--- src/hw/rtl/lps_ram.sv ---
// Generic single-clock RAM: one write port, one read port, registered read.
// No dependencies.
`default_nettype none

module lps_ram #(
  parameter int WIDTH = 8,
  parameter int DEPTH = 16
) (
  input  wire logic                     clk,
  input  wire logic                     we,
  input  wire logic [$clog2(DEPTH)-1:0] waddr,
  input  wire logic [WIDTH-1:0]         wdata,
  input  wire logic                     re,
  input  wire logic [$clog2(DEPTH)-1:0] raddr,
  output logic      [WIDTH-1:0]         rdata
);

  logic [WIDTH-1:0] mem [DEPTH];

  always_ff @(posedge clk) begin
    if (we) begin
      mem[waddr] <= wdata;
    end
    if (re) begin
      rdata <= mem[raddr];
    end
  end

endmodule

`default_nettype wire

--- config.mk ---
export PLATFORM = sky130hd
export DESIGN_NAME = lps_ram
export DESIGN_NICKNAME = d
export VERILOG_FILES = /design/src/hw/rtl/lps_ram.sv
export SDC_FILE = /design/constraint.sdc
export NUM_CORES = 1
export LEC_CHECK = 0
export BUFFER_PORTS_ARGS = -buffer_cell sky130_fd_sc_hd__buf_2
export CAP_MARGIN = 30
export CORE_ASPECT_RATIO = 0.7
export CORE_MARGIN = 2
export CORE_UTILIZATION = 38
export DETAILED_ROUTE_END_ITERATION = 8
export GPL_TIMING_DRIVEN = 1
export PLACE_DENSITY = 0.64
export SETUP_SLACK_MARGIN = 0.4
export SLEW_MARGIN = 20
export SYNTH_ARGS = -nofsm -noshare
export SYNTH_HDL_FRONTEND = slang
export SYNTH_SLANG_ARGS = --single-unit
--- constraint.sdc ---
create_clock -name clk -period 5.45 [get_ports clk]
set_input_delay 0.8175 -clock clk [delete_from_list [all_inputs] [get_ports clk]]
set_output_delay 0.8175 -clock clk [all_outputs]
set_load 0.02 [all_outputs]
==> metrics.md <==
| Metric | Value |
|---|---|
| Die ar. | approximately 15000 um2 |
| Worst rel slew slack | 0.382 |
| Syn avg cell area | 22.8 um2 |
| Wirelength per Cell | between 20 and 25 um |
| HP Class | flip-flop to flip-flop |
| Largest family of logic cells by synthesized area | multiplexers |
| Fin. max-slew vios | 0 |
| Drt first-iter violations | 178 |
| Dpl ws | between 2 and 3 ns |
| Antenna Cells | 0 |
| Crit Path Class | primary input to flip-flop |
| Vias per cell | between 5 and 6 |
| Reg clk slew, reported paths | 0.06 ns |
| First-pass GRT wire length | ~15000 um |
| Leakage | about 2.1 nW |
| Worst path cell trace | buf_2 -> buf_4 -> mux4_1 -> a22oi_1 -> nand2_1 |
| Maxcap violations | 0 |
| Fill cells | ~1.1k |
| CTS tree | built |
| Peak supply drop | 0.235 mV |
| Mapped Nets | 248 |
| CTS H-Tree Depth | 4 |
| Via count | 2416 |
| Crit path DAT | 2.41 ns |
| Sequential area share after synthesis | 0.781 |
| CP endpoint kind | flip-flop |
| PortBufs | 26 |
| Library cells used by synthesis | 18 |
| Hold WS | ~0.76 ns |
| Worst skew pair latency | about 0.41 ns |
| Post-Syn Instances | about 230 |
| Worst path slowest cell | mux4_1 |
| Cell Rows | 35 |
| Total gr overflow | 0 |
| Mux contribution to synthesized area | 0.148 |
| CTS Buffer Depth | 2 |
| # nets final | ~290 |
| Seq cells post-synth | 136 |
| Total clock buffers created by CTS | 17 |
| Resized Gates After CTS | 0 |
| FF/Latch Area | 4080 um2 |
| Initial antenna violation count | 0 |
| Synth Area in Adders | 0 |
| Clock sink count | 136 |
| Initial core utilization | 0.393 |
| Req. time, crit path | 5.60 ns |
| Crit-path max FO | 32 |
| I/O Pins | 27 |
| Synth Area in Compound Gates | 0.0230 |
| Area grow syn2layout | 18.5% |
| Die height | 102 um |
| Antenna Nets Post-Route | 0 |
| Detailed-route wire length | 10100 um |
| Setup bufs post-CTS | 0 |
| Finished Core Util | 0.465 |
| Worst Skew | roughly 0.0047 ns |
| Core area | around 13000 um2 |
| DPL Wire Length | 6360 um |
| Post-synthesis simple-gate area fraction | 0.0314 |
| XOR/XNOR Fraction of Synth Area | 0 |
| Hold Fails Final Rpt | 0 |
| Unrepaired setup endpoints after global routing | no |
| Setup TNS Final | 0 ns |
| Pre-antenna DRT Iters | 6 |
| Tmin final | roughly 2.3 ns |
| Mapped cell area | 5230 um2 |
| Die W | 144 um |
| Area of the multi-input gates | 1060 um2 |
| Post-cts hold buffer count | 0 |
| FMAX | between 400 and 500 MHz |
| CP startpoint kind | primary input |
| Root Buffer | clkbuf_16 |
| Worst-Margin Slew | about 0.92 ns |
| Outcome | finished clean |
| RD Place Congestion | around 0.74 |
| CP max stage delay | 0.66 ns |
| Period utilisation layout | 0.413 |
| Largest net degree at the start of global routing | 33 |
| Synth Warn # | 0 |
| Layout cells sized above 1 | 0.280 |
| Pwr Density | a little over 400 nW/um2 |
| Fin worst setup slack | 3.20 ns |
| Setup violators final | 0 |
| Vias in the first global route | ~2.4k |
| Detailed-route DRC error count | 0 |
| Total track usage | 0.151 |
[cell type report]
class | instances | share of cell area
clock buffers | 17 | 0.0687
repair buffers | 31 | 0.0271
flip-flops and latches | 136 | 0.659
well taps | 185 | 0.0374
multi-input cells | 83 | 0.171
clock inverters | 15 | 0.0372
[sequential cells by signal, indices dropped and copies added (netlist names)]
| signal | flops |
|---|---|
| mem | 128 |
| rdata | 8 |
[critical path, delay by kind of cell]
family	cells	cell delay (ns)
AND/OR/NAND/NOR	1	0.08
AO/OA/AOI/OAI	1	0.29
buffers and inverters	2	0.55
multiplexers	1	0.66
[Yosys cell counts]
cell type          n  area share
and2_1             1      0.0012
nor2b_1            1      0.0012
mux4_2            18       0.078
nand3_1            1     0.00096
a22oi_1           16       0.023
nand2b_1           2      0.0024
edfxtp_1         136        0.78
mux4_1            14       0.070
buf_6              3      0.0065
clkdlybuf4s25_2    3      0.0057
and2b_1            1      0.0014
buf_2              3      0.0029
nor2_1            13      0.0093
nand2_1            9      0.0065
buf_4              1      0.0014
nand3b_1           2      0.0029
or3b_2             1      0.0017
nor3_1             4      0.0038
[stage by stage]
stage	cell area, um2	power, mW	instances
floorplan	5230	1.27	229
global placement	5540	1.32	435
detailed placement	5540	1.32	435
CTS	6200	2.57	467
global route	6200	2.63	467
finish	6200	2.56	467
[layer usage]
| layer | part of all wire | global-route usage | up-vias |
|---|---|---|---|
| met3 | 0.093 | 0.0445 | 2 |
| met4 | 0.0011 | 0.0538 | 0 |
| met5 | 0 | 0 | - |
| li1 | - | - | 1066 |
| met2 | 0.46 | 0.219 | 99 |
| met1 | 0.45 | 0.219 | 1249 |
[layout by cell type, fill, tap and decap left out, drive strengths merged, types with 2 or more instances in the layout]
master,Yosys,layout
edfxtp,136,136
mux4,32,32
buf,7,31
clkbuf,0,17
a22oi,16,16
nor2,13,13
nand2,9,9
bufinv,0,6
clkinv,0,6
nor3,4,4
nand3b,2,2
nand2b,2,2
clkinvlp,0,2
[logic make-up after synthesis]
| logic type | Yosys count |
|---|---|
| multiplexers | 32 |
| AND/OR/NAND/NOR | 35 |
| flip-flops | 136 |
| buffers and inverters | 10 |
| AO/OA/AOI/OAI | 16 |
[worst paths after layout]
kind	startpoint	end	slack (ns)	depth (start not counted)
max reg2reg	mem[15][6]	rdata[6]	3.95	3
min reg2reg	mem[7][2]	rdata[2]	0.76	3
min	mem[7][2]	rdata[2]	0.76	3
max	raddr[0]	rdata[4]	3.20	5
[where the power goes]
| part | internal (mW) | total [mW] | switching [mW] |
|---|---|---|---|
| clock | 0.851 | 1.26 | 0.409 |
| combinational | 0.0417 | 0.111 | 0.0689 |
| sequential | 1.18 | 1.18 | 0.00573 |
| total | 2.07 | 2.56 | 0.483 |
(Power assumes the default switching activity.)
