==> config.mk <==
export PLATFORM = sky130hd
export DESIGN_NAME = lps_window
export DESIGN_NICKNAME = d
export VERILOG_FILES = /design/src/hw/rtl/lps_pkg.sv /design/src/hw/rtl/lps_window.sv
export SDC_FILE = /design/constraint.sdc
export NUM_CORES = 1
export LEC_CHECK = 0
export BUFFER_PORTS_ARGS = -buffer_cell sky130_fd_sc_hd__buf_2
export CAP_MARGIN = 0
export CORE_MARGIN = 1
export CORE_UTILIZATION = 58
export CTS_BUF_LIST = sky130_fd_sc_hd__clkbuf_16
export DETAILED_ROUTE_END_ITERATION = 16
export GPL_ROUTABILITY_DRIVEN = 1
export PLACE_DENSITY = 0.87
export RECOVER_POWER = 100
export SLEW_MARGIN = 10
export SYNTH_ARGS = -nofsm -noshare
export SYNTH_HDL_FRONTEND = slang
export SYNTH_SLANG_ARGS = --single-unit
==> constraint.sdc <==
create_clock -name clk -period 7.7 [get_ports clk]
set_clock_uncertainty 0.15 [all_clocks]
set_input_delay 0.385 -clock clk [delete_from_list [all_inputs] [get_ports clk]]
set_output_delay 0.385 -clock clk [all_outputs]
set_load 0.01 [all_outputs]
==> src/hw/rtl/lps_pkg.sv <==
// Shared constants, types and the per-channel sharpening function for the
// Laplacian sharpening core. No dependencies.
`default_nettype none

package lps_pkg;

  localparam int MAX_WIDTH  = 2048;
  localparam int MAX_HEIGHT = 2048;
  localparam int COL_W      = $clog2(MAX_WIDTH);
  localparam int ROW_W      = $clog2(MAX_HEIGHT);

  localparam int CFG_W = 12;
  localparam int IDX_W = 1;
  localparam logic [IDX_W-1:0] REG_IMAGE_WIDTH  = 1'd0;
  localparam logic [IDX_W-1:0] REG_IMAGE_HEIGHT = 1'd1;

  localparam int WIDTH_RESET  = 640;
  localparam int HEIGHT_RESET = 480;
  localparam int WM1_RESET = ((WIDTH_RESET > MAX_WIDTH) ? MAX_WIDTH : WIDTH_RESET) - 1;
  localparam int HM1_RESET = ((HEIGHT_RESET > MAX_HEIGHT) ? MAX_HEIGHT : HEIGHT_RESET) - 1;

  localparam int CH_W    = 8;
  localparam int PIX_W   = 3 * CH_W;
  localparam int LINE_W  = 2 * PIX_W;

  localparam int OBUF_DEPTH = 4;
  localparam int PTR_W      = $clog2(OBUF_DEPTH);
  localparam int OCC_W      = PTR_W + 1;

  typedef struct packed {
    logic             valid;
    logic [COL_W-1:0] addr;
    logic [PIX_W-1:0] px;
    logic             due;
    logic             top_row;
    logic             bottom_row;
    logic             first_col;
    logic             last_col;
    logic             last_pixel;
  } lps_stage_t;

  typedef struct packed {
    logic [CH_W-1:0] blue;
    logic [CH_W-1:0] green;
    logic [CH_W-1:0] red;
    logic            eol;
    logic            eof;
  } lps_result_t;

  function automatic logic [CH_W-1:0] sharpen(input logic [CH_W-1:0] c,
                                             input logic [CH_W-1:0] n,
                                             input logic [CH_W-1:0] s,
                                             input logic [CH_W-1:0] w,
                                             input logic [CH_W-1:0] e);
    logic [CH_W+2:0]        c5;
    logic [CH_W+1:0]        sum;
    logic signed [CH_W+3:0] v;
    logic [CH_W+3:0]        mag;
    c5  = (CH_W+3)'({c, 2'b00}) + (CH_W+3)'(c);
    sum = (CH_W+2)'(n) + (CH_W+2)'(s) + (CH_W+2)'(w) + (CH_W+2)'(e);
    v   = signed'({1'b0, c5}) - signed'({2'b00, sum});
    mag = v[CH_W+3] ? unsigned'(-v) : unsigned'(v);
    return (mag > (CH_W+4)'(255)) ? {CH_W{1'b1}} : mag[CH_W-1:0];
  endfunction

endpackage

`default_nettype wire

==> src/hw/rtl/lps_window.sv <==
// Window stage: line store write-back with forwarding, 3x3 window registers,
// mirrored neighbour selection and per-channel sharpening. Depends on lps_pkg.
`default_nettype none

module lps_window (
  input  wire logic                         clk,
  input  wire logic                         rst,
  input  wire lps_pkg::lps_stage_t          st,
  input  wire logic                         re,
  input  wire logic [lps_pkg::COL_W-1:0]    raddr,
  input  wire logic [lps_pkg::LINE_W-1:0]   rdata,
  output logic                              we,
  output logic      [lps_pkg::COL_W-1:0]    waddr,
  output logic      [lps_pkg::LINE_W-1:0]   wdata,
  output logic                              res_valid,
  output lps_pkg::lps_result_t              res
);

  import lps_pkg::*;

  logic [PIX_W-1:0]  w_top, w_mid, w_bot, w_west;
  logic [LINE_W-1:0] fwd_data, line;
  logic              fwd;
  logic [PIX_W-1:0]  top, mid, nth, sou, wes, eas;
  logic [PIX_W-1:0]  sharp;

  always_comb begin
    line = fwd ? fwd_data : rdata;
    top  = line[LINE_W-1:PIX_W];
    mid  = line[PIX_W-1:0];
    nth  = st.top_row ? w_bot : w_top;
    sou  = st.bottom_row ? w_top : w_bot;
    eas  = st.last_col ? w_west : mid;
    wes  = st.first_col ? eas : w_west;
    for (int k = 0; k < 3; k++) begin
      sharp[k*CH_W +: CH_W] = sharpen(w_mid[k*CH_W +: CH_W], nth[k*CH_W +: CH_W],
                                      sou[k*CH_W +: CH_W], wes[k*CH_W +: CH_W],
                                      eas[k*CH_W +: CH_W]);
    end
  end

  assign we        = st.valid;
  assign waddr     = st.addr;
  assign wdata     = {mid, st.px};
  assign res_valid = st.valid && st.due;
  assign res.blue  = sharp[CH_W-1:0];
  assign res.green = sharp[2*CH_W-1:CH_W];
  assign res.red   = sharp[3*CH_W-1:2*CH_W];
  assign res.eol   = st.last_col;
  assign res.eof   = st.last_pixel;

  always_ff @(posedge clk) begin
    if (rst) begin
      w_top  <= '0;
      w_mid  <= '0;
      w_bot  <= '0;
      w_west <= '0;
      fwd    <= 1'b0;
    end else begin
      if (st.valid) begin
        w_west <= w_mid;
        w_top  <= top;
        w_mid  <= mid;
        w_bot  <= st.px;
      end
      fwd <= re && st.valid && (raddr == st.addr);
    end
  end

  always_ff @(posedge clk) begin
    fwd_data <= wdata;
  end

  a_fwd_source: assert property (@(posedge clk) disable iff (rst)
    fwd |-> $past(st.valid))
    else $error("forwarded line entry without a write-back");

endmodule

`default_nettype wire

==> metrics.txt <==
outcome finished, violations left; violated checks max-capacitance violations, max-slew violations; most common cell in the synthesized netlist dfxtp_1; Critical Path AT 6.59 ns; Synth top cells by count dfxtp_1 (145), inv_1 (141), mux2i_1 (133); Setup Fix Bufs, Post-CTS 0; Final GP Congestion 0.824; pin count of the biggest net entering global routing 98; worst path cell trace clkbuf_1 > buf_4 > mux2_1 > mux2_2 > fa_1 > inv_1 > fa_1 > inv_1 > fa_1 > inv_1 > ha_1 > and3_1 > a221oi_2 > a21oi_1 > a21o_1 > a21oi_1 > xnor2_1 > nor4b_2 > o21ai_0 > clkbuf_1; Worst slew margin -164%; PD cells 348 mW/mm^2; Mapped Nets 1394; async set or reset register ratio after synthesis 0%; register area share after synthesis 26.1%; top_reg_cell synth dfxtp_1; Avg Cell Area, Syn 9.66 sq um; unrepaired setup endpoints after global routing false; ratio of cells with drive above 1 in the final layout 16.1%; setup TNS 0 ns; CTS buffer count 17; post-route non-filler standard cell count 1528; P&R area growth vs syn 12.2%; cell taking the most area after synthesis dfxtp_1; deepest clock path buffer count 2; CTS tree done; Mapped Cells 1152; final worst path period need 7.13 ns; Post-Place Setup Slack 1.20 ns; vias per cell 5.48; Hold Vio Cnt, Final 0; WL/cell 16.2 microns; clock-pin slew on the worst setup and hold paths 0.06 ns; final-report setup violation count 0; CP required 7.16 ns; Compound-Gate Fraction of Synth Area 7.15%; Yosys top cell area share 26.1%; initial cell density of the core 59.3%; die area 0.0198 sq mm; clk_lat worst skew 0.43 ns; count of cell types in the netlist 59; Crit path buffers/inverters 6; first-pass GRT wire length 40500 microns; Total GRT Usage 25.9%; vias in the first global route 8707; Setup Crit Path Kind in -> out; CP endpoint kind output port; critical path's slowest cell clkbuf_1; actual slew at the worst max-slew pin 3.96 ns; Worst path top cell family by delay adder cells; Warnings, synthesis 0; #FFs+latches synth 145; adder-cell share of the synthesized area 21.6%; initial antenna violation count 0; # IOs 191; Core ar. 0.0188 sq mm; Finished Cell Area 0.0125 sq mm; final core occ 66.5%; post-DP HPWL 17700 microns; Hold Path Class in -> reg; CP max stage delay 1.05 ns; DP Area 0.0118 sq mm; period utilisation layout 92.6%; post-cts sizing count 0; DRC 0; Post-synth EDFFs 0; Root Driver clkbuf_16; n_diodes 0; CP startpoint kind input pin; XOR/XNOR share of the synthesized area 4.09%; final worst slack 0.572 ns; WL final 24800 microns; Post-Syn Area 0.0111 sq mm; Worst VDD drop 0.393 mV; max_cap viols 3; largest family of logic cells by synthesized area adder cells; multiplexer share of the synthesized area 21.3%; GRT overflow 0; routed vias 8373; leakage power 5.67 nW; Worst Path Max Fanout 19; fin. max-slew vios 126; Initial DRC Count 455; IO Port Bufs 188; max frequency 140 MHz; H-tree depth 4; main area contributors after synthesis dfxtp_1 (26%), fa_1 (16%), mux2i_1 (12%); Synth Area in Simple Gates 9.35%; first-pass iteration count of the detailed router 4; CTS sink count 145; Row Count 50; chip width 141 microns; nets 1523; ANT nets after route 0; Die Ht 141 microns; placed insts 1472
## per-stage QoR
stage / total power, mW / hold WS [ns]
floorplan: 2.95 / 0.263
global placement: 3.41 / 0.334
detailed placement: 3.49 / 0.343
CTS: 4.39 / 0.0696
global route: 4.71 / 0.0918
finish: 4.34 / 0.0894
## layout make-up
class	count	area, sq um
Multi-Input combinational cell	758	7050
Tap cell	234	293
Fill cell	1474	6280
Inverter	141	529
Sequential cell	145	2900
Timing Repair Buffer	218	1100
Clock inverter	15	184
Clock buffer	17	425
## flip-flops by register name, indices dropped and copies added, names as in the netlist
register,flops
w_mid,24
w_west,24
w_top,24
fwd,1
w_bot,24
fwd_data,48
## worst register-to-register path: stages (launching register included)
cell and delay, ns:
dfxtp_2 0.53, buf_4 0.33, mux2_1 0.46, mux2i_1 0.17
nor2_1 0.07
## worst paths after layout
kind / startpoint / endpoint / slack, ns / depth (start not counted)
hold reg to reg: w_top[18] / w_top[18] / 0.35 / 2
hold / removal: rdata[7] / fwd_data[31] / 0.09 / 2
setup / recovery: st[1] / res[14] / 0.57 / 20
setup reg to reg: fwd / w_mid[10] / 5.83 / 4
## metal layers
| layer | global-route usage [%] | wire length, microns | up-vias |
|---|---|---|---|
| met2 | 46.8 | 12600 | 221 |
| li1 | - | - | 4031 |
| met4 | 12.5 | 850 | 0 |
| met1 | 29.4 | 10200 | 4049 |
| met3 | 4.96 | 1140 | 72 |
| met5 | 0 | 0 | - |
## layout by cell type (no fill, tap or decap), drive strengths merged, types with 3 or more instances in the layout
cell type / synthesis / layout
dfxtp: 145 / 145
inv: 141 / 145
mux2i: 133 / 133
nor2: 131 / 131
clkbuf: 38 / 114
buf: 70 / 97
fa: 90 / 90
mux2: 90 / 90
ha: 48 / 48
nand2: 36 / 36
xnor2: 35 / 35
a211oi: 29 / 29
a21oi: 28 / 28
dlygate4sd3: 0 / 24
o21ai: 21 / 21
xor2: 17 / 17
nor3: 13 / 13
a21o: 12 / 12
nand3: 9 / 9
nand4: 9 / 9
clkinv: 0 / 7
and3: 5 / 5
o21bai: 4 / 4
nand2b: 3 / 3
a31oi: 3 / 3
bufinv: 0 / 3
or2: 3 / 3
nor4b: 3 / 3
## power by group
part	total (mW)	switching, mW	internal (mW)
combinational	2.65	1.53	1.13
clock	0.865	0.351	0.514
sequential	0.825	0.0331	0.792
## cells by family (layout without fill, tap and decap cells)
kind of cell             count (synthesis)  count (layout)
adder cells (fa/ha/maj)                138             138
AO/OA/AOI/OAI                          113             113
AND/OR/NAND/NOR                        231             231
buffers and inverters                  249             391
flip-flops                             145             145
multiplexers                           224             224
XOR/XNOR                                52              52
## timing repair
| action | in CTS | in global routing |
|---|---|---|
| hold buffers | 24 | 0 |
| endpoints found under the setup margin | 0 | 0 |
| endpoints found under the hold margin | 24 | 0 |
Note: power is estimated with default switching activity, not from simulation.
