<file path="src/hw/rtl/lps_pkg.sv">
// Shared constants, types and the per-channel sharpening function for the
// Laplacian sharpening core. No dependencies.
`default_nettype none

package lps_pkg;

  localparam int MAX_WIDTH  = 2048;
  localparam int MAX_HEIGHT = 2048;
  localparam int COL_W      = $clog2(MAX_WIDTH);
  localparam int ROW_W      = $clog2(MAX_HEIGHT);

  localparam int CFG_W = 12;
  localparam int IDX_W = 1;
  localparam logic [IDX_W-1:0] REG_IMAGE_WIDTH  = 1'd0;
  localparam logic [IDX_W-1:0] REG_IMAGE_HEIGHT = 1'd1;

  localparam int WIDTH_RESET  = 640;
  localparam int HEIGHT_RESET = 480;
  localparam int WM1_RESET = ((WIDTH_RESET > MAX_WIDTH) ? MAX_WIDTH : WIDTH_RESET) - 1;
  localparam int HM1_RESET = ((HEIGHT_RESET > MAX_HEIGHT) ? MAX_HEIGHT : HEIGHT_RESET) - 1;

  localparam int CH_W    = 8;
  localparam int PIX_W   = 3 * CH_W;
  localparam int LINE_W  = 2 * PIX_W;

  localparam int OBUF_DEPTH = 4;
  localparam int PTR_W      = $clog2(OBUF_DEPTH);
  localparam int OCC_W      = PTR_W + 1;

  typedef struct packed {
    logic             valid;
    logic [COL_W-1:0] addr;
    logic [PIX_W-1:0] px;
    logic             due;
    logic             top_row;
    logic             bottom_row;
    logic             first_col;
    logic             last_col;
    logic             last_pixel;
  } lps_stage_t;

  typedef struct packed {
    logic [CH_W-1:0] blue;
    logic [CH_W-1:0] green;
    logic [CH_W-1:0] red;
    logic            eol;
    logic            eof;
  } lps_result_t;

  function automatic logic [CH_W-1:0] sharpen(input logic [CH_W-1:0] c,
                                             input logic [CH_W-1:0] n,
                                             input logic [CH_W-1:0] s,
                                             input logic [CH_W-1:0] w,
                                             input logic [CH_W-1:0] e);
    logic [CH_W+2:0]        c5;
    logic [CH_W+1:0]        sum;
    logic signed [CH_W+3:0] v;
    logic [CH_W+3:0]        mag;
    c5  = (CH_W+3)'({c, 2'b00}) + (CH_W+3)'(c);
    sum = (CH_W+2)'(n) + (CH_W+2)'(s) + (CH_W+2)'(w) + (CH_W+2)'(e);
    v   = signed'({1'b0, c5}) - signed'({2'b00, sum});
    mag = v[CH_W+3] ? unsigned'(-v) : unsigned'(v);
    return (mag > (CH_W+4)'(255)) ? {CH_W{1'b1}} : mag[CH_W-1:0];
  endfunction

endpackage

`default_nettype wire

</file>
<file path="src/hw/rtl/lps_ctrl.sv">
// Input stage: size registers, input and output position counters, line
// store read request and the stage register. Depends on lps_pkg.
`default_nettype none

module lps_ctrl (
  input  wire logic                         clk,
  input  wire logic                         rst,
  input  wire logic                         accept,
  input  wire logic                         drain,
  input  wire logic [lps_pkg::CH_W-1:0]     in_blue,
  input  wire logic [lps_pkg::CH_W-1:0]     in_green,
  input  wire logic [lps_pkg::CH_W-1:0]     in_red,
  input  wire logic                         wr_en,
  input  wire logic [lps_pkg::IDX_W-1:0]    wr_index,
  input  wire logic [lps_pkg::CFG_W-1:0]    wr_data,
  output logic                              re,
  output logic      [lps_pkg::COL_W-1:0]    raddr,
  output lps_pkg::lps_stage_t               st
);

  import lps_pkg::*;

  logic [COL_W-1:0] wm1, col, co, col_next, co_next;
  logic [ROW_W-1:0] hm1, row, ro, row_next, ro_next;
  logic             oc_nz, ignore, go, due;
  logic             col_last, row_last, co_last, ro_last, frame_last;

  always_comb begin
    oc_nz      = (co != '0) || (ro != '0);
    ignore     = drain && !oc_nz;
    go         = accept && !ignore;
    due        = oc_nz || (row >= ROW_W'(2)) || ((row == ROW_W'(1)) && (col != '0)) ||
                 ((row == '0) && ({1'b0, col} >= ({1'b0, wm1} + (COL_W+1)'(2))));
    col_last   = col >= wm1;
    row_last   = row >= hm1;
    co_last    = co >= wm1;
    ro_last    = ro >= hm1;
    frame_last = co_last && ro_last;

    if (col_last) begin
      col_next = '0;
      row_next = row_last ? '0 : row + ROW_W'(1);
    end else begin
      col_next = col + COL_W'(1);
      row_next = row;
    end
    co_next = co;
    ro_next = ro;
    if (due) begin
      if (frame_last) begin
        co_next = '0;
        ro_next = '0;
        if (drain) begin
          col_next = '0;
          row_next = '0;
        end
      end else if (co_last) begin
        co_next = '0;
        ro_next = ro + ROW_W'(1);
      end else begin
        co_next = co + COL_W'(1);
      end
    end
  end

  assign re    = go;
  assign raddr = col;

  always_ff @(posedge clk) begin
    if (rst) begin
      wm1      <= COL_W'(WM1_RESET);
      hm1      <= ROW_W'(HM1_RESET);
      col      <= '0;
      row      <= '0;
      co       <= '0;
      ro       <= '0;
    end else begin
      if (wr_en) begin
        unique case (wr_index)
          REG_IMAGE_WIDTH: begin
            if (32'(wr_data) < 32'd2) begin
              wm1 <= COL_W'(1);
            end else if (32'(wr_data) > 32'(MAX_WIDTH)) begin
              wm1 <= COL_W'(MAX_WIDTH - 1);
            end else begin
              wm1 <= COL_W'(wr_data - CFG_W'(1));
            end
          end
          REG_IMAGE_HEIGHT: begin
            if (32'(wr_data) < 32'd2) begin
              hm1 <= ROW_W'(1);
            end else if (32'(wr_data) > 32'(MAX_HEIGHT)) begin
              hm1 <= ROW_W'(MAX_HEIGHT - 1);
            end else begin
              hm1 <= ROW_W'(wr_data - CFG_W'(1));
            end
          end
          default: begin
          end
        endcase
      end
      if (go) begin
        col <= col_next;
        row <= row_next;
        co  <= co_next;
        ro  <= ro_next;
      end
    end
  end

  always_ff @(posedge clk) begin
    if (rst) begin
      st.valid <= 1'b0;
    end else begin
      st.valid <= go;
    end
    if (go) begin
      st.addr       <= col;
      st.px         <= drain ? '0 : {in_red, in_green, in_blue};
      st.due        <= due;
      st.top_row    <= ro == '0;
      st.bottom_row <= ro_last;
      st.first_col  <= co == '0;
      st.last_col   <= co_last;
      st.last_pixel <= frame_last;
    end
  end

  a_ignore_holds: assert property (@(posedge clk) disable iff (rst)
    (accept && ignore) |=> ($stable(col) && $stable(row) && !st.valid))
    else $error("ignored drain advanced the input position");

  a_count_range: assert property (@(posedge clk) disable iff (rst)
    go |=> ((co <= wm1) && (ro <= hm1)))
    else $error("output position left the frame");

endmodule

`default_nettype wire

</file>
<file path="config.mk">
export PLATFORM = sky130hd
export DESIGN_NAME = lps_ctrl
export DESIGN_NICKNAME = d
export VERILOG_FILES = /design/src/hw/rtl/lps_pkg.sv /design/src/hw/rtl/lps_ctrl.sv
export SDC_FILE = /design/constraint.sdc
export NUM_CORES = 1
export LEC_CHECK = 0
export ABC_AREA = 1
export BUFFER_PORTS_ARGS = -buffer_cell sky130_fd_sc_hd__buf_2
export CAP_MARGIN = 5
export CORE_MARGIN = 3
export CORE_UTILIZATION = 30
export DETAILED_ROUTE_END_ITERATION = 16
export PLACE_DENSITY = 0.51
export SETUP_SLACK_MARGIN = 0.1
export SLEW_MARGIN = 40
export SYNTH_ARGS = -nofsm -noshare
export SYNTH_HDL_FRONTEND = slang
export SYNTH_SLANG_ARGS = --single-unit
</file>
<file path="constraint.sdc">
create_clock -name clk -period 3.3 [get_ports clk]
set_input_delay 0.33 -clock clk [delete_from_list [all_inputs] [get_ports clk]]
set_output_delay 0.33 -clock clk [all_outputs]
set_load 0.005 [all_outputs]
</file>
==> run summary <==
global-route wire length before repair = 32100 µm
Top FF cell, synth = dfxtp_1
clock power share = 0.383
Max Slew Vio Count = 0
clk buf depth = 2
post-DR vias/cell = 4.68
final hold violations = 0
Setup crit end kind = register
IO buf count = 95
Hold Crit Class = input pin to register
Rows = 55
Pint = 2130 µW
gr ovfl total = 0
nets = 1150
Detailed Place HPWL = 14900 µm
# fillers = 2518
H-tree depth = 3
vias = 6364
initial antenna violation count = 0
share of post-route cells with drive strength above 1 = 0.157
synth top area cells = dfxtp_1 19%, edfxtp_1 17%, ha_1 12%
Max VDD drop = 225 µV
IO Pins = 96
Static Leakage = 0.00383 µW
unrepaired setup endpoints after global routing = false
DR iter-0 viols = 344
# Max-Cap Violations = 0
clock skew = 0.0101 ns
Net Count, Synth = 1060
largest net degree at the start of global routing = 44
top-count cell post-synth = nand2_1
CTS clk-pin slew, worst paths = 0.08 ns
Seq pwr share = 0.503
Worst Tran Pin Value = 0.725 ns
Initial Utilization = 0.311
Die Y-Extent = 160 µm
Worst EP arrival = 3.12 ns
Final ANT Viol Nets = 0
DP Area = 7970 µm²
cts hold-fix bufs = 0
CTS tree = yes
synth warn = 0
Slew headroom = 0.516
Yosys reg bits = 108
post-synthesis sequential area ratio = 0.360
R2R depth = 22
type of origin of the critical path = register
core area = 23000 µm²
Area Growth Syn to Fin = 16.3%
routability cong. = 0.912
Post-Syn Area per Cell = 7.50 µm²
ys async rst share = 0
final cell count without fillers = 1360
Cell Count Post-Placement = 1344
minimum clock period = 2.84 ns
Switch Pwr = 737 µW
drt pass-1 iters = 4
All-Layer GR Usage = 0.153
Hold Path Stages = 3
top cell type's share of synthesized area = 0.188
CP max FO = 22
clk sinks = 108
CTS root buffer = clkbuf_16
Post-Route WL = 19500 µm
Worst Path Required = 3.58 ns
Net Sw Frac = 0.257
synth cell count leaders = 186 x nand2_1, 118 x nor2_1, 113 x inv_1, 86 x nand3_1, 67 x dfxtp_1
cell count after synthesis = 952
Antenna Cells = 0
status = completed
DR WL/cell = 14.3 µm
P per Cell Area = 345 nW/µm²
WS Path Type = register to register
drt drc = 0
total CTS buffers = 9
# setup viols final = 0
Clk Latency, worst-skew pair = 0.35 ns
number of global-route vias before repair = 6094
Final Cycle Share = 0.862
maximum clock frequency = 0.352 GHz
number of synthesized flops with an enable pin = 41
die area = 25700 µm²
Synth cell types = 43
cell taking the most area after synthesis = dfxtp_1
final instance area = 8300 µm²
Setup TNS Final = 0 ns
cell area after synthesis = 7140 µm²
Comb pwr share = 0.114
Die W = 160 µm
## cells by family after synthesis
family / Yosys count / synth area share
fa+ha+maj: 66 / 0.116
buf+inv: 151 / 0.0861
flops: 108 / 0.360
xor+xnor: 36 / 0.0442
simple gates: 471 / 0.296
compound gates: 120 / 0.0978
## critical path: stages (launching register included)
cell,delay (ns)
dfxtp_2,0.36
inv_1,0.10
nor3_2,0.18
inv_1,0.07
nor2_1,0.12
inv_1,0.08
nor2_2,0.12
nand3_1,0.09
xor2_1,0.14
inv_1,0.05
ha_1,0.31
nand3_1,0.13
inv_1,0.05
nand2_1,0.06
nand2_1,0.04
nand2_1,0.06
nand3_2,0.11
nand2_2,0.13
nand2_4,0.09
nand3_2,0.09
buf_12,0.17
nand3_1,0.08
a21oi_1,0.15
## metal layers
metal / up-vias / global-route usage / share of wire / routed length (µm)
met1: 2916 / 0.201 / 0.48 / 9350
met2: 91 / 0.263 / 0.48 / 9340
met5: - / 0 / 0 / 0
li1: 3340 / - / - / -
met3: 17 / 0.0239 / 0.029 / 559
met4: 0 / 0.0363 / 0.013 / 255
## cell usage in the layout (no fill, tap or decap), types with 3 or more instances in the layout
| cell | count |
|---|---|
| nand2_1 | 182 |
| nor2_1 | 117 |
| inv_1 | 113 |
| buf_2 | 95 |
| nand3_1 | 85 |
| ha_1 | 66 |
| dfxtp_1 | 66 |
| a21oi_1 | 60 |
| edfxtp_1 | 41 |
| xor2_1 | 28 |
| nand4_1 | 25 |
| o21ai_0 | 25 |
| nor3_1 | 19 |
| buf_4 | 16 |
| o211ai_1 | 13 |
| nand3b_1 | 9 |
| clkbuf_16 | 9 |
| xnor2_1 | 8 |
| a21oi_2 | 8 |
| a31oi_1 | 6 |
| nand2_4 | 5 |
| or2_2 | 5 |
| inv_2 | 3 |
| nor2_2 | 3 |
| nand3_2 | 3 |
| nor4_1 | 3 |
| clkinv_1 | 3 |
| and3_1 | 3 |
| o21a_1 | 3 |
## layout make-up
cell class,instances,area [µm²],area share
clock buffers,10,229,0.0276
clock inverters,6,62.6,0.00753
inverters,118,443,0.0533
multi-input cells,693,3990,0.480
flip-flops and latches,108,2570,0.310
well taps,313,392,0.0472
repair buffers,112,616,0.0741
## stage by stage
stage	power, µW	worst slack (ns)	hold WS [ns]	utilization
floorplan	1670	0.752	0.466	-
global placement	1800	0.223	0.499	0.347
detailed placement	1800	0.0888	0.504	0.347
CTS	2910	0.195	0.242	0.360
global route	3020	0.131	0.250	0.361
finish	2870	0.455	0.253	0.361
## worst paths after layout
check                       from               endpoint  slack (ns)
min reg2reg   ro[0]$_SDFFE_PP0P_     ro[0]$_SDFFE_PP0P_        0.51
min                  in_green[5]   st[19]$_SDFFCE_PP0P_        0.25
max          wm1[1]$_SDFFE_PP1P_  raddr[6]$_SDFFE_PP0P_        0.46
max reg2reg  wm1[1]$_SDFFE_PP1P_  raddr[6]$_SDFFE_PP0P_        0.46
## state kept, by name (all words and copies together), names as in the netlist
signal	flops
co	11
wm1	11
raddr	11
ro	11
st	42
row	11
hm1	11
## power by group through the flow
stage	clock network (µW)	registers (µW)	logic [µW]
2_1_floorplan	0	1470	202
3_3_place_gp	0	1470	326
3_5_place_dp	0	1470	328
4_1_cts	1140	1440	330
5_1_grt	1190	1450	376
6_report	1100	1440	325
## repair_timing
item | 4_1_cts | 5_1_grt
setup endpoints to repair | 2 | 44
gates resized for setup | 1 | 10
buffers inserted | 0 | 0
hold endpoints to repair | 0 | 0
Note: power is estimated with default switching activity, not from simulation.
