[src/hw/rtl/lps_pkg.sv]
// Shared constants, types and the per-channel sharpening function for the
// Laplacian sharpening core. No dependencies.
`default_nettype none

package lps_pkg;

  localparam int MAX_WIDTH  = 2048;
  localparam int MAX_HEIGHT = 2048;
  localparam int COL_W      = $clog2(MAX_WIDTH);
  localparam int ROW_W      = $clog2(MAX_HEIGHT);

  localparam int CFG_W = 12;
  localparam int IDX_W = 1;
  localparam logic [IDX_W-1:0] REG_IMAGE_WIDTH  = 1'd0;
  localparam logic [IDX_W-1:0] REG_IMAGE_HEIGHT = 1'd1;

  localparam int WIDTH_RESET  = 640;
  localparam int HEIGHT_RESET = 480;
  localparam int WM1_RESET = ((WIDTH_RESET > MAX_WIDTH) ? MAX_WIDTH : WIDTH_RESET) - 1;
  localparam int HM1_RESET = ((HEIGHT_RESET > MAX_HEIGHT) ? MAX_HEIGHT : HEIGHT_RESET) - 1;

  localparam int CH_W    = 8;
  localparam int PIX_W   = 3 * CH_W;
  localparam int LINE_W  = 2 * PIX_W;

  localparam int OBUF_DEPTH = 4;
  localparam int PTR_W      = $clog2(OBUF_DEPTH);
  localparam int OCC_W      = PTR_W + 1;

  typedef struct packed {
    logic             valid;
    logic [COL_W-1:0] addr;
    logic [PIX_W-1:0] px;
    logic             due;
    logic             top_row;
    logic             bottom_row;
    logic             first_col;
    logic             last_col;
    logic             last_pixel;
  } lps_stage_t;

  typedef struct packed {
    logic [CH_W-1:0] blue;
    logic [CH_W-1:0] green;
    logic [CH_W-1:0] red;
    logic            eol;
    logic            eof;
  } lps_result_t;

  function automatic logic [CH_W-1:0] sharpen(input logic [CH_W-1:0] c,
                                             input logic [CH_W-1:0] n,
                                             input logic [CH_W-1:0] s,
                                             input logic [CH_W-1:0] w,
                                             input logic [CH_W-1:0] e);
    logic [CH_W+2:0]        c5;
    logic [CH_W+1:0]        sum;
    logic signed [CH_W+3:0] v;
    logic [CH_W+3:0]        mag;
    c5  = (CH_W+3)'({c, 2'b00}) + (CH_W+3)'(c);
    sum = (CH_W+2)'(n) + (CH_W+2)'(s) + (CH_W+2)'(w) + (CH_W+2)'(e);
    v   = signed'({1'b0, c5}) - signed'({2'b00, sum});
    mag = v[CH_W+3] ? unsigned'(-v) : unsigned'(v);
    return (mag > (CH_W+4)'(255)) ? {CH_W{1'b1}} : mag[CH_W-1:0];
  endfunction

endpackage

`default_nettype wire

[src/hw/rtl/lps_outbuf.sv]
// Result queue between the window stage and the output channel; also
// decides whether the input side may take a transfer. Depends on lps_pkg.
`default_nettype none

module lps_outbuf (
  input  wire logic                  clk,
  input  wire logic                  rst,
  input  wire logic                  push,
  input  wire lps_pkg::lps_result_t  push_data,
  input  wire logic                  stage_busy,
  output logic                       space,
  output logic                       valid,
  input  wire logic                  ready,
  output lps_pkg::lps_result_t       head
);

  import lps_pkg::*;

  lps_result_t      q [OBUF_DEPTH];
  logic [PTR_W-1:0] wptr, rptr;
  logic [OCC_W-1:0] occ;
  logic             pop;

  assign valid = occ != '0;
  assign pop   = valid && ready;
  assign head  = q[rptr];
  assign space = ((OCC_W+1)'(occ) + (OCC_W+1)'(stage_busy)) < (OCC_W+1)'(OBUF_DEPTH);

  always_ff @(posedge clk) begin
    if (rst) begin
      wptr <= '0;
      rptr <= '0;
      occ  <= '0;
    end else begin
      if (push) begin
        wptr <= wptr + PTR_W'(1);
      end
      if (pop) begin
        rptr <= rptr + PTR_W'(1);
      end
      if (push && !pop) begin
        occ <= occ + OCC_W'(1);
      end else if (pop && !push) begin
        occ <= occ - OCC_W'(1);
      end
    end
  end

  always_ff @(posedge clk) begin
    if (push) begin
      q[wptr] <= push_data;
    end
  end

  a_no_overflow: assert property (@(posedge clk) disable iff (rst)
    !(push && !pop && (occ == OCC_W'(OBUF_DEPTH))))
    else $error("result queue overflow");

  a_push_shows: assert property (@(posedge clk) disable iff (rst)
    (push && !valid) |=> valid)
    else $error("result into empty queue not presented");

endmodule

`default_nettype wire

[config.mk]
export PLATFORM = sky130hd
export DESIGN_NAME = lps_outbuf
export DESIGN_NICKNAME = d
export VERILOG_FILES = /design/src/hw/rtl/lps_pkg.sv /design/src/hw/rtl/lps_outbuf.sv
export SDC_FILE = /design/constraint.sdc
export NUM_CORES = 1
export LEC_CHECK = 0
export ABC_AREA = 1
export BUFFER_PORTS_ARGS = -buffer_cell sky130_fd_sc_hd__buf_2
export CAP_MARGIN = 10
export CORE_UTILIZATION = 57
export CTS_BUF_LIST = sky130_fd_sc_hd__clkbuf_8
export DETAILED_ROUTE_END_ITERATION = 12
export PLACE_DENSITY = 0.87
export SYNTH_ARGS = -nofsm -noshare
export SYNTH_HDL_FRONTEND = slang
export SYNTH_SLANG_ARGS = --single-unit
[constraint.sdc]
create_clock -name clk -period 2.5 [get_ports clk]
set_clock_uncertainty 0.15 [all_clocks]
set_input_delay 0.125 -clock clk [delete_from_list [all_inputs] [get_ports clk]]
set_output_delay 0.125 -clock clk [all_outputs]
set_load 0.05 [all_outputs]
==> summary.md, run 1 <==
| Metric | Value |
|---|---|
| Outcome | finished, final reports clean |
| WP data required | ~2.2 ns |
| Main combinational cell family by area after synthesis | compound AO/OA/AOI/OAI gates |
| Post-layout minimum cycle time | around 2.4 ns |
| Mapped Avg Cell Area | roughly 14 µm² |
| Critical-path maximum fanout | 32 |
| Clock slew at reported path FFs | approximately 0.060 ns |
| Die footprint | approximately 8000 µm² |
| Critical path's largest stage delay | 0.57 ns |
| Synthesized Nets | 353 |
| Post-synthesis simple-gate area fraction | under 10% |
| Synth unique cells | 18 |
| Ant. Diodes | 0 |
| Layout cell share with drive strength beyond 1 | 21.1% |
| Synth Area in XOR/XNOR | 0.203% |
| Clock tree buffer depth | 2 |
| Final ANT Viol Nets | 0 |
| Top post-synthesis cells by area | edfxtp_1 72%, nor2_1 5.0%, o21ai_0 4.4%, dfxtp_1 4.2%, o22ai_1 3.8% |
| Synthesized instance count | 316 |
| # resized after CTS | 0 |
| Complex-gate fraction of the synthesized area | 10.7% |
| Dominant cell type by area after synthesis | edfxtp_1 |
| CP Data Arrival Time | 2.08 ns |
| Die Y-Extent | 89.0 µm |
| Pwr/cell area | 1020 nW/µm² |
| Vias in the first global route | 2854 |
| GRT Util Overall | 24.5% |
| Critical Path, Cell by Cell | buf_4, o21ai_0, o22ai_1, buf_2 |
| Global routing usage on met3 | 7.76% |
| Type of the tightest min-delay check | primary input to register |
| Commonest non-fill, non-tap cell in the layout | edfxtp_1 |
| Root Buffer | clkbuf_8 |
| Met1 GRT Util | between 20% and 30% |
| Synth warn | 0 |
| Final hold vios | 0 |
| Setup-failing EPs final | 0 |
| GR Overflow Total | 0 |
| Global-route wire length before repair | 13600 µm |
| Post-Synth Adder-Cell Area | 1.91% |
| Peak Freq | between 400 and 500 MHz |
| Wire per inst | 16.6 µm |
| Mapped cell area | 4320 µm² |
| Final period util | 94.1% |
| CP Class | register to output pin |
| IO Port Bufs | 58 |
| Total core area | 7290 µm² |
| Slew headroom | 66.6% |
| Busiest layer in global routing | met2 |
| Max cap viols | 0 |
| Max Slew Vio Count | 0 |
| Most frequent cells in the layout | 104 x edfxtp_1, 58 x nor2_1, 58 x buf_2, 38 x o21ai_0, 30 x dlygate4sd3_1 |
| HPWL Detailed | roughly 5300 µm |
| Initial antenna violation count | 0 |
| Worst VDD drop | between 0.0007 and 0.0008 V |
| H-tree levels | 4 |
| CTS Buf Count | 17 |
| Largest net degree at the start of global routing | 53 |
| Starting DRT DRC Count | 321 |
| DRC viols | 0 |
| Register Area | 3300 µm² |
| Initial Util | 59.2% |
| RSZ-0062 raised after global routing | no |
| Slowest-stage cell, CP | dfxtp_2 |
| Final setup TNS | 0 ns |
| Clock sinks | 113 |
| Area of the multi-input gates | 852 µm² |
| Area share of the largest cell type after synthesis | roughly 72% |
| Routability congestion estimate | 0.723 |
| Filler cells | around 460 |
| Least-Margin Pin Slew | 0.501 ns |
| Number of synthesized register bits | 113 |
| I/O pin cnt | 59 |
| Drt via density | 5.42 |
| TritonCTS clock tree | built |
| Leakage | 2.01 nW |
| FP Rows | 31 |
| Via count | 2843 |
| Fin nets | 452 |
| Die width | 89.0 µm |
| Synth-to-Final Area Change | 24.3% |
| Critical Path End Type | output pin |
| Cell Area, Placed | between 4000 and 5000 µm² |
| Final Cell Area | 5370 µm² |
| Detailed-route wire length | just under 9000 µm |
| Post-synthesis mux area share | 0% |
| Met2 Usage GRT | just over 40% |
| CP startpoint kind | register |
| Pre-antenna DRT Iters | 5 |
| Clock latency on the worst-skew pair | 0.41 ns |
| Register area share after synthesis | 76.5% |
## final cells by class
type | instances | share of cell area (%)
Sequential cell | 113 | 61.6
Multi-Input combinational cell | 171 | 15.9
Timing Repair Buffer | 95 | 12.7
Clock buffer | 17 | 4.36
Tap cell | 99 | 2.31
Clock inverter | 13 | 1.96
Inverter | 17 | 1.24
## flip-flops by register name, indices dropped and copies added (netlist names), named ones only
| register | flops |
|---|---|
| wptr | 2 |
| occ | 3 |
| q | 104 |
| rptr | 2 |
## path summary, 6_finish.rpt
| kind | slack [ns] | to | cells after the start | startpoint |
|---|---|---|---|---|
| setup / recovery | 0.15 | head[12] | 4 | register |
| hold / removal | 0.31 | q[0][8] | 2 | push_data[8] |
| setup reg to reg | 0.55 | occ[1] | 8 | occ[0] |
| hold reg to reg | 0.37 | rptr[0] | 2 | rptr[0] |
## stage by stage
| step | hold slack, ns | setup slack, ns | total power [W] | util (%) | std cells |
|---|---|---|---|---|---|
| after global placement | 0.187 | 0.670 | 0.00390 | 64.8 | 465 |
| after detailed placement | 0.192 | 0.579 | 0.00397 | 64.8 | 465 |
| after CTS | 0.288 | 0.134 | 0.00548 | 73.6 | 525 |
| after global routing | 0.297 | 0.0118 | 0.00571 | 73.6 | 525 |
| after floorplan | 0.0441 | 0.367 | 0.00360 | - | 316 |
| final | 0.313 | 0.147 | 0.00546 | 73.6 | 525 |
## synthesized netlist by cell type
| cell type | n |
|---|---|
| edfxtp_1 | 104 |
| nor2_1 | 58 |
| o21ai_0 | 38 |
| o22ai_1 | 26 |
| o21ai_1 | 17 |
| nand2_1 | 16 |
| inv_1 | 15 |
| dfxtp_1 | 9 |
| buf_2 | 8 |
| buf_4 | 6 |
| a21oi_1 | 5 |
| ha_1 | 5 |
| nand3_1 | 4 |
| buf_6 | 1 |
| fa_1 | 1 |
| inv_2 | 1 |
| inv_4 | 1 |
| xor2_1 | 1 |
## repair_timing
| item | CTS | global route |
|---|---|---|
| setup buffers | 0 | 0 |
| hold buffers | 30 | 0 |
| hold endpoints to repair | 113 | 0 |
## power breakdown
group	internal, W	switching, W	total [W]
combinational	0.000416	0.00129	0.00170
clock	0.000837	0.000645	0.00148
sequential	0.00218	0.0000903	0.00227
total	0.00344	0.00202	0.00546
## critical path: cells and delay by family, from the launching register on
family | cells | cell delay, ns
AOI/OAI and AO/OA | 2 | 0.38
buffers and inverters | 2 | 0.70
DFF | 1 | 0.57
## per-layer routing
metal  up-vias  wire, µm
li1       1358         -
met1      1351      3570
met2       121      4470
met3        13       544
met4         0       138
met5         -         0
## cells by family (layout without fill, tap and decap cells)
logic type | Yosys count | after routing
AO/OA/AOI/OAI | 86 | 86
AND/OR/NAND/NOR | 78 | 78
flip-flops | 113 | 113
adder cells (fa/ha/maj) | 6 | 6
buffers and inverters | 32 | 142
XOR/XNOR | 1 | 1
Power figures use the tool's default switching activity.
==> run 2: changes to the inputs <==
- ABC_AREA: 1 -> default
==> summary.md, run 2 <==
| Metric | Value |
|---|---|
| Outcome | finished, final reports clean (unchanged) |
| Dpl ws | 0.234 ns (was 0.579 ns) |
| GRT Util Overall | 21.0% (was 24.5%) |
| Hold_buf cts | 30 (unchanged) |
| Final ANT Viol Nets | 0 (unchanged) |
| Final Cell Area | 5410 µm² (was 5370 µm²) |
| Met2 Usage GRT | 34.8% (was 40.6%) |
| Leakage | 1.93 nW (was 2.01 nW) |
| Mapped cell area | 4240 µm² (was 4320 µm²) |
| Critical Path End Type | register (was output pin) |
| Number of synthesized register bits | 113 (unchanged) |
| IO Port Bufs | 58 (unchanged) |
| H-tree levels | 4 (unchanged) |
| Layout cell share with drive strength beyond 1 | 39.7% (was 21.1%) |
| Area of the multi-input gates | 852 µm² (unchanged) |
| GR Overflow Total | 0 (unchanged) |
| Drt via density | 5.23 (was 5.42) |
| CP Class | register to register (was register to output pin) |
| HPWL Detailed | 4090 µm (was 5290 µm) |
| Die width | 88.2 µm (was 89.0 µm) |
| R2r startpoint | occ[0] (unchanged) |
| CP startpoint kind | register (unchanged) |
| Met1 GRT Util | 25.4% (was 29.8%) |
| Reg with most FFs | q (unchanged) |
| PnR worst setup slack | 0.203 ns (was 0.147 ns) |
| Filler cells | 434 (was 457) |
| R2R cell count | 7 (was 8) |
| Hold endpoint | q[3][4] (was q[0][8]) |
| Clock slew at reported path FFs | 0.07 ns (was 0.06 ns) |
| CTS Buf Count | 17 (unchanged) |
| Initial antenna violation count | 0 (unchanged) |
| Mapped Avg Cell Area | 23.5 µm² (was 13.7 µm²) |
| Global-route wire length before repair | 11200 µm (was 13600 µm) |
| FF-to-FF setup slack | 0.20 ns (was 0.55 ns) |
| Synthesized Nets | 217 (was 353) |
| Total core area | 7210 µm² (was 7290 µm²) |
| I/O pin cnt | 59 (unchanged) |
| Die Y-Extent | 88.2 µm (was 89.0 µm) |
| Hold Path Depth | 2 (unchanged) |
| Type of the tightest min-delay check | primary input to register (unchanged) |
| Setup-failing EPs final | 0 (unchanged) |
| Routability congestion estimate | 0.657 (was 0.723) |
| Top post-synthesis cells by area | edfxtp_1 74%, mux4_2 11%, dfxtp_1 4.3%, mux4_1 3.7%, ha_1 1.5% (was edfxtp_1 72%, nor2_1 5.0%, o21ai_0 4.4%, dfxtp_1 4.2%, o22ai_1 3.8%) |
| Peak Freq | 435 MHz (was 425 MHz) |
| Top flop regs | q x104, occ x3 (unchanged) |
| Ant. Diodes | 0 (unchanged) |
| Most repeated cell in the gate-level netlist after synthesis | edfxtp_1 (unchanged) |
| Dominant cell type by area after synthesis | edfxtp_1 (unchanged) |
| Synth async-reset ratio | 0% (unchanged) |
| Post-synth top cells | 104 x edfxtp_1, 20 x mux4_2, 9 x dfxtp_1 (was 104 x edfxtp_1, 58 x nor2_1, 38 x o21ai_0) |
| Root Buffer | clkbuf_8 (unchanged) |
| Fin nets | 324 (was 452) |
| Largest net degree at the start of global routing | 27 (was 53) |
| Post-synth EDFFs | 104 (unchanged) |
| Synth warn | 0 (unchanged) |
| Util after Layout | 75.0% (was 73.6%) |
| Most frequent cells in the layout | 104 x edfxtp_1, 58 x buf_2, 30 x dlygate4sd3_1, 20 x mux4_2, 17 x clkbuf_8 (was 104 x edfxtp_1, 58 x nor2_1, 58 x buf_2, 38 x o21ai_0, 30 x dlygate4sd3_1) |
| Crit Reg-Reg Endpoint | occ[2] (was occ[1]) |
| Pre-antenna DRT Iters | 4 (was 5) |
| Initial Util | 58.7% (was 59.2%) |
| Vias in the first global route | 2254 (was 2854) |
| TritonCTS clock tree | built (unchanged) |
| FP Rows | 31 (unchanged) |
| Clock latency on the worst-skew pair | 0.41 ns (about the same) |
| Cell Area, Placed | 4630 µm² (was 4730 µm²) |
| Wire per inst | 18.1 µm (was 16.6 µm) |
| RSZ-0062 raised after global routing | no (unchanged) |
| Clock sinks | 113 (unchanged) |
| Hold path start | push_data[4] (was push_data[8]) |
| Max Slew Vio Count | 0 (unchanged) |
| Max reg flops | 104 (unchanged) |
| Pwr/cell area | 1090 nW/µm² (was 1020 nW/µm²) |
| CP Data Arrival Time | 2.49 ns (was 2.08 ns) |
| Starting DRT DRC Count | 123 (was 321) |
| DRC viols | 0 (unchanged) |
| Synth unique cells | 24 (was 18) |
| Critical-path maximum fanout | 6 (was 32) |
| WP data required | 2.69 ns (was 2.23 ns) |
| Worst VDD drop | 0.000656 V (was 0.000754 V) |
| Slew headroom | 70.4% (was 66.6%) |
| Final hold slack | 0.309 ns (was 0.313 ns) |
| Detailed-route wire length | 7210 µm (was 8720 µm) |
| Postcts setup bufs | 0 (unchanged) |
| Final hold vios | 0 (unchanged) |
| Busiest layer in global routing | met2 (unchanged) |
| Register Area | 3300 µm² (unchanged) |
| Least-Margin Pin Slew | 0.438 ns (was 0.501 ns) |
| # resized after CTS | 0 (unchanged) |
| Max cap viols | 0 (unchanged) |
| Die footprint | 7780 µm² (was 7930 µm²) |
| Register area share after synthesis | 78.0% (was 76.5%) |
| Commonest non-fill, non-tap cell in the layout | edfxtp_1 (unchanged) |
| Area share of the largest cell type after synthesis | 73.7% (was 72.3%) |
| Synth-to-Final Area Change | 27.6% (was 24.3%) |
| Synthesized instance count | 180 (was 316) |
| Via count | 2088 (was 2843) |
| Clock tree buffer depth | 2 (unchanged) |
| Global routing usage on met3 | 6.62% (was 7.76%) |
| Post-layout minimum cycle time | 2.30 ns (was 2.35 ns) |
| Final setup TNS | 0 ns (unchanged) |
| Top_reg_cell synth | edfxtp_1 (unchanged) |
| Final period util | 91.9% (was 94.1%) |
[run 2: layout make-up]
class | instances | share of cell area, %
inverters | 3 | 0.208
clock inverters | 15 | 4.42
clock buffers | 17 | 4.33
repair buffers | 95 | 11.9
multi-input cells | 57 | 15.8
well taps | 99 | 2.29
flip-flops and latches | 113 | 61.1
[run 2: worst max path at each step]
stage / from / cells after the start / end / slack (ns)
2_1_floorplan: occ[0] / 7 / occ[2] / 0.39
3_3_place_gp: occ[0] / 7 / occ[2] / 0.33
3_5_place_dp: occ[0] / 7 / occ[2] / 0.23
4_1_cts: occ[0] / 7 / occ[2] / 0.20
5_1_grt: occ[0] / 7 / occ[2] / 0.05
6_report: occ[0] / 7 / occ[2] / 0.20
[run 2: through the flow]
step	cells	power, W
floorplan	180	0.00363
global placement	337	0.00386
detailed placement	337	0.00390
CTS	399	0.00596
global route	399	0.00614
finish	399	0.00589
[run 2: critical path, cell delays in order, from the launching register on]
cell     delay [ns]
dfxtp_1        0.38
o31ai_1        0.39
ha_1           0.26
inv_1          0.07
fa_1           0.38
xor2_1         0.17
or3_1          0.31
a21oi_1        0.14
[run 2: report_power, final]
part           total (W)  switching, W  leakage, nW  internal (W)
Clock            0.00200      0.000722        0.228       0.00128
Combinational    0.00164       0.00108        0.672      0.000555
Sequential       0.00225     0.0000581         1.03       0.00219
Total            0.00589       0.00186         1.93       0.00403
[run 2: logic make-up (layout without fill, tap and decap cells)]
group | Yosys count | in the layout | share of synthesized area, %
flops | 113 | 113 | 78.0
simple gates | 13 | 13 | 1.54
compound gates | 5 | 5 | 0.768
xor+xnor | 5 | 5 | 1.03
buf+inv | 10 | 130 | 1.92
fa+ha+maj | 6 | 6 | 1.95
mux | 28 | 28 | 14.8
[run 2: per-layer routing]
| metal | up-vias | part of all wire (%) |
|---|---|---|
| met4 | 0 | 0.71 |
| met2 | 59 | 52 |
| met3 | 7 | 4.5 |
| li1 | 965 | - |
| met1 | 1057 | 42 |
| met5 | - | 0 |
